## src/rtl/ppdf_pkg.sv

```systemverilog
`timescale 1ns / 1ps

package ppdf_pkg;

    localparam int COORD_W    = 32;
    localparam int TOL_W      = 31;
    localparam int SQ_W       = 62;
    localparam int SUM_W      = 64;
    localparam int ORD_W      = 10;
    localparam int PART_W     = 8;
    localparam int INDEX_W    = 16;
    localparam int CFG_IDX_W  = 1;
    localparam int CFG_DATA_W = 32;
    // RAM read, x/y/z stagger and three cell stages
    localparam int PIPE_LAT   = 6;

    localparam logic [CFG_IDX_W-1:0] CFG_PLANE_Z   = 1'b0;
    localparam logic [CFG_IDX_W-1:0] CFG_MATCH_TOL = 1'b1;

    localparam logic [TOL_W-1:0] TOL_RESET = 31'd66;

    typedef logic signed [COORD_W-1:0] t_coord;
    typedef logic [TOL_W-1:0]          t_tol;
    typedef logic [ORD_W-1:0]          t_ordinal;

    typedef enum logic [1:0] {
        ST_KEPT      = 2'd0,
        ST_OFF_PLANE = 2'd1,
        ST_DUPLICATE = 2'd2,
        ST_FULL      = 2'd3
    } t_status;

    typedef enum logic [2:0] {
        S_IDLE,
        S_CHECK,
        S_SCAN,
        S_DRAIN,
        S_COMMIT,
        S_FINISH
    } t_state;

    typedef struct packed {
        t_coord x;
        t_coord y;
        t_coord z;
    } t_point;

    // partial distance handed from cell to cell
    typedef struct packed {
        logic             far;
        logic [SUM_W-1:0] sum;
    } t_partial;

    function automatic logic [COORD_W-1:0] abs_diff(t_coord a, t_coord b);
        logic signed [COORD_W:0] d;
        logic signed [COORD_W:0] nd;
        d  = $signed({a[COORD_W-1], a}) - $signed({b[COORD_W-1], b});
        nd = -d;
        return d[COORD_W] ? nd[COORD_W-1:0] : d[COORD_W-1:0];
    endfunction

endpackage

```

## src/rtl/ppdf_cell.sv

```systemverilog
`timescale 1ns / 1ps

// One axis of the distance chain: |a-b|, its square, then add to the neighbor's sum.
// The incoming partial is added once the coordinates have passed the difference and square registers.
module ppdf_cell (
    input  logic               i_clk,
    input  ppdf_pkg::t_coord   i_stored,
    input  ppdf_pkg::t_coord   i_probe,
    input  ppdf_pkg::t_tol     i_tol,
    input  ppdf_pkg::t_partial i_part,
    output ppdf_pkg::t_partial o_part
);

    logic [ppdf_pkg::COORD_W-1:0] w_d;
    logic [ppdf_pkg::TOL_W-1:0]   r_d;
    logic                         r_far1;
    logic                         r_far2;
    logic [ppdf_pkg::SQ_W-1:0]    r_sq;
    ppdf_pkg::t_partial           r_part;

    assign w_d = ppdf_pkg::abs_diff(i_stored, i_probe);

    always_ff @(posedge i_clk) begin
        r_d        <= w_d[ppdf_pkg::TOL_W-1:0];
        r_far1     <= (w_d >= {1'b0, i_tol});
        r_sq       <= r_d * r_d;
        r_far2     <= r_far1;
        r_part.far <= i_part.far | r_far2;
        r_part.sum <= i_part.sum + {2'b00, r_sq};
    end

    assign o_part = r_part;

endmodule

```

## config.mk

```make
export PLATFORM = sky130hd
export DESIGN_NAME = ppdf_cell
export DESIGN_NICKNAME = d
export VERILOG_FILES = /design/src/rtl/ppdf_pkg.sv /design/src/rtl/ppdf_cell.sv
export SDC_FILE = /design/constraint.sdc
export NUM_CORES = 2
export LEC_CHECK = 0
export CORE_ASPECT_RATIO = 0.6
export CORE_UTILIZATION = 65
export CTS_CLUSTER_DIAMETER = 100
export DETAILED_ROUTE_END_ITERATION = 10
export DONT_BUFFER_PORTS = 1
export PLACE_DENSITY = 0.81
export SYNTH_ARGS = -nofsm -noshare
export SYNTH_HDL_FRONTEND = slang
export SYNTH_SLANG_ARGS = --single-unit
```

## constraint.sdc

```tcl
create_clock -name i_clk -period 10.5 [get_ports i_clk]
set_clock_uncertainty 0.1 [all_clocks]
set_input_delay 0.525 -clock i_clk [delete_from_list [all_inputs] [get_ports i_clk]]
set_output_delay 0.525 -clock i_clk [all_outputs]
set_load 0.02 [all_outputs]
```

**Yosys cells after proc, flatten, opt, wreduce, memory -nomap -nowiden**

Index checks and enable logic that the tools add are counted.

- Register bits: 160
- Output and inout port bits: 65
- Logic and storage cells: 13
- Bits of input ports: 161

- Multipliers: 1
- Add/sub/neg operators: 3
- Mux-type cells: 1
- Bitwise logic cells: 1
- $lt $le $gt $ge: 1

Operators with widths:

| operator | count |
|---|---|
| $add 64x62->64 | 1 |
| $mul 31x31->62 | 1 |
| $sub 32x32->33 | 1 |
| $ge 32x31->1 | 1 |
| $mux 32 | 1 |
| $neg 32->32 | 1 |
| $or 1x1->1 | 1 |

**Longest topological paths before layout**

- Depth after elaboration: 4
- Depth in mapped cells: 32

**Worst setup path before layout**

Ideal clock, no wire load.

- Kind: register to register
- Start point: reg r_d[9] in the netlist's numbering
- End point: reg r_sq[59] in the netlist's numbering
- Arrival time: 7.801 ns
- Setup slack: 2.527 ns
- Period minus slack after synthesis: 7.973 ns
- Required time: 10.328 ns
- Cell stages (with the launch flop): 28
- Buffers on the path: 2
- Path through: dfxtp_1 clkbuf_1 clkbuf_1 nand2_1 fa_1 inv_1 fa_1 inv_1 fa_1 fa_1 inv_1 fa_1 fa_1 fa_1 fa_1 ha_1 a21o_1 a21o_1 a221o_1 a311oi_1 a21boi_1 a211o_1 a21bo_2 o21ai_1 a2111oi_0 o41ai_1 a21oi_1 xnor2_1

- Word-level cells in the longest chain between the ends: 1

RTL lines:

| element | line | RTL |
|---|---|---|
| start, declared | ppdf_cell.sv:15 | `logic [ppdf_pkg::TOL_W-1:0] r_d;` |
| start signal, assigned | ppdf_cell.sv:24 | `r_d <= w_d[ppdf_pkg::TOL_W-1:0];` |
| $mul 31x31->62 | ppdf_cell.sv:26 | `r_sq <= r_d * r_d;` |
| end signal, assigned | ppdf_cell.sv:26 |  |
| end, declared | ppdf_cell.sv:18 | `logic [ppdf_pkg::SQ_W-1:0] r_sq;` |

Every way passes these cells.

**Worst setup path after layout**

- Start point: reg r_d[4] in the netlist's numbering
- End point: reg r_sq[59] in the netlist's numbering

The elaborated chain is that of the path after synthesis.

==> impl_results.md <==
* EDFF count, synth at 0
* Final setup vio count at 0
* Remaining Overflow, GRT at 0
* Net count reported at finish at 5252
* Source of the critical timing path: r_d[4]
* Path category of the worst min-delay check: input port to flip-flop
* Normalized max-slew margin at 14.11%
* Synth Flop Type: sky130_fd_sc_hd__dfxtp_1
* CP Data Required Time at 10.76 ns
* Fraction of registers with async set or reset after synthesis at 0%
* Category of the most critical setup path: flip-flop to flip-flop
* Via count of the first global-routing pass at 27990
* Result of the run: complete, no violations
* Commonest cells in the netlist: 1004 x sky130_fd_sc_hd__inv_1, 749 x sky130_fd_sc_hd__fa_1, 393 x sky130_fd_sc_hd__ha_1, 328 x sky130_fd_sc_hd__nand2_1, 201 x sky130_fd_sc_hd__and2_1
* Layout cells sized above 1 at 3.205%
* # fillers at 4341
* Number of antenna violations at the first check in global routing at 0
* Initial Utilization at 66.04%
* Maximum level of the CTS H-tree at 4
* Global-route wire length before repair at 154000 um
* Period utilisation layout at 87.33%
* Detailed Routing Iterations Pass 1 at 5
* Cell with the most instances after synthesis: sky130_fd_sc_hd__inv_1
* TritonCTS clock tree: done
* Yosys reg bits at 159
* Max Buffers Root-to-Sink at 2
* Largest cells by area after synthesis: sky130_fd_sc_hd__fa_1 41%, sky130_fd_sc_hd__ha_1 13%, sky130_fd_sc_hd__inv_1 10%
* Clock sink total at 159
* Share of the synthesized area in the top cell type at 40.55%
* Global router's overall resource usage at 34.66%
* Count of vias placed by the detailed router at 27190
* Area Overhead vs Synth at 3.877%
* Number of nets produced by synthesis at 5317
* Standard-cell rows at 67
* FF-to-FF Start: r_d[4]
* Post-Synthesis Cell Area at 0.03698 mm^2
* Max Slew Vio Count at 0
* Count of instances resized after the clock tree is built at 0
* Number of violations reported at the end of detailed-routing iteration 0 at 2287
* Cell taking the most area after synthesis: sky130_fd_sc_hd__fa_1
* Largest fanout on the critical path at 20
* Final ANT Viol Nets at 0
* I/O Pins at 226
* Die Outline Area at 0.05788 mm^2
* Hold Path Cell Cnt at 1
* R2R depth at 25
* TritonCTS Buffers at 17
* Count of different cell masters after synthesis at 99
* Setup repair after global routing missed its margin: false
* Worst Setup Start Kind: flip-flop
* Post-detailed-route via-to-cell ratio at 5.758
* Min Tclk post-route at 9.170 ns
* Post-CTS Setup Bufs at 0
* Hold bufs inserted after CTS at 0
* Root cell of the clock tree: sky130_fd_sc_hd__clkbuf_16
* Largest net degree at the start of global routing at 33
* Data arrival time at the worst-slack endpoint at 9.43 ns
* Clock-pin slew reported for the worst setup and hold paths after clock tree synthesis at 0.07 ns
* Height of the die at 186.8 um
* Gate Count Post-Synth at 4014
* TNS Setup at 0 ns
* Average wire length per cell after detail routing at 20.46 um
* Sequential area share after synthesis at 8.607%
* Total wire length after detailed routing at 96590 um
* Worst min-delay path startpoint: i_part[62]
* Clock insertion delay at the later pin of the skew report at 0.45 ns
* Gp weighted congestion at 0.9936
* Residual DRC count at 0
* Buffers on Ports at 0
* Yosys warns at 0
* Count of endpoints failing hold in the final timing report at 0
* Highest attainable clock frequency at 109.1 MHz
* Core Area at 0.05600 mm^2
* Horizontal extent of the die at 309.9 um
* Avg Synthesized Cell Area at 9.213 um^2
* Final HPWL from detailed placement at 81720 um
* Maximum capacitance violations at 0
* Slew at the pin closest to its max-slew limit at 1.287 ns
* Worst Setup End Kind: flip-flop
==> cells by family after synthesis <==
group	after synthesis	synth area share, %
buf+inv	1136	11.57
mux	8	0.2267
flops	159	8.607
xor+xnor	186	4.446
fa+ha+maj	1142	53.84
compound gates	527	9.619
simple gates	856	11.69
==> per-layer routing <==
layer	wire length [um]	GRT usage, %	part of all wire (%)	vias to the layer above
met2	39370	48.29	41	1489
met5	0	0	0	-
li1	-	-	-	12260
met4	2476	8.128	2.6	0
met1	41970	51.81	43	13290
met3	12780	11.88	13	155
==> state kept, by name, indices dropped and copies added (netlist names) <==
register and cells:
r_far1 1, o_part 65, r_far2 1, r_sq 61, r_d 31
==> worst max-delay path, cell delays in order, from the launching register on <==
cell and delay (ns):
sky130_fd_sc_hd__dfxtp_1 1.02, sky130_fd_sc_hd__buf_4 0.38, sky130_fd_sc_hd__nand2_1 0.14, sky130_fd_sc_hd__inv_1 0.11, sky130_fd_sc_hd__fa_1 0.45, sky130_fd_sc_hd__fa_1 0.50, sky130_fd_sc_hd__fa_1 0.51, sky130_fd_sc_hd__inv_1 0.05
sky130_fd_sc_hd__fa_1 0.48, sky130_fd_sc_hd__inv_1 0.06, sky130_fd_sc_hd__fa_1 0.49, sky130_fd_sc_hd__fa_1 0.47, sky130_fd_sc_hd__fa_1 0.59, sky130_fd_sc_hd__fa_1 0.43, sky130_fd_sc_hd__ha_1 0.38, sky130_fd_sc_hd__and4_1 0.27
sky130_fd_sc_hd__a221o_1 0.36, sky130_fd_sc_hd__a311oi_1 0.27, sky130_fd_sc_hd__a21boi_1 0.49, sky130_fd_sc_hd__a211o_1 0.24, sky130_fd_sc_hd__a21bo_2 0.15, sky130_fd_sc_hd__o21ai_1 0.14, sky130_fd_sc_hd__a2111oi_0 0.52, sky130_fd_sc_hd__o41ai_1 0.15
sky130_fd_sc_hd__a21oi_1 0.19, sky130_fd_sc_hd__xnor2_1 0.14
==> path summary, 6_finish.rpt <==
| kind | end | slack, ns |
|---|---|---|
| worst min register to register | r_far2 | 0.23 |
| worst max-delay path | r_sq[59] | 1.33 |
| worst min-delay path | o_part[62] | 0.07 |
| worst max register to register | r_sq[59] | 1.33 |
==> through the flow <==
| step | hold WS (ns) | util, % | std cells | area [um^2] | worst slack [ns] |
|---|---|---|---|---|---|
| global route | 0.05163 | 68.59 | 4721 | 38410 | 1.027 |
| global placement | 0.2139 | 67.47 | 4689 | 37780 | 1.743 |
| floorplan | 0.2096 | - | 4014 | 36980 | 2.527 |
| finish | 0.06827 | 68.60 | 4722 | 38410 | 1.330 |
| CTS | 0.05827 | 68.59 | 4721 | 38410 | 1.528 |
| detailed placement | 0.2154 | 67.47 | 4689 | 37780 | 1.539 |
==> cell type report <==
type,instances,area (um^2),share of cell area (%)
antenna,1,2.502,0.006514
inverter,1005,3772,9.820
sequential,159,3184,8.289
clock inverter,13,196.4,0.5114
clock buffer,19,432.9,1.127
timing repair buffer,47,352.8,0.9185
multi-input combinational,2719,29520,76.85
tap,759,949.7,2.472
==> placed cells by master, fill, tap and decap left out, types with 41 or more instances in the layout <==
cell / Yosys / final
sky130_fd_sc_hd__dfxtp_1: 159 / 158
sky130_fd_sc_hd__ha_1: 393 / 393
sky130_fd_sc_hd__nand2_1: 328 / 328
sky130_fd_sc_hd__xnor2_1: 121 / 121
sky130_fd_sc_hd__a21oi_1: 167 / 167
sky130_fd_sc_hd__nor2_1: 114 / 114
sky130_fd_sc_hd__nand3_1: 41 / 41
sky130_fd_sc_hd__o21ai_0: 69 / 69
sky130_fd_sc_hd__a21o_1: 86 / 86
sky130_fd_sc_hd__buf_4: 0 / 47
sky130_fd_sc_hd__and2_1: 201 / 201
sky130_fd_sc_hd__inv_1: 1004 / 1004
sky130_fd_sc_hd__fa_1: 749 / 749
sky130_fd_sc_hd__xor2_1: 63 / 63
Power is not shown: default switching activity piles up to over one toggle a cycle in this logic, so the estimate is an artifact.
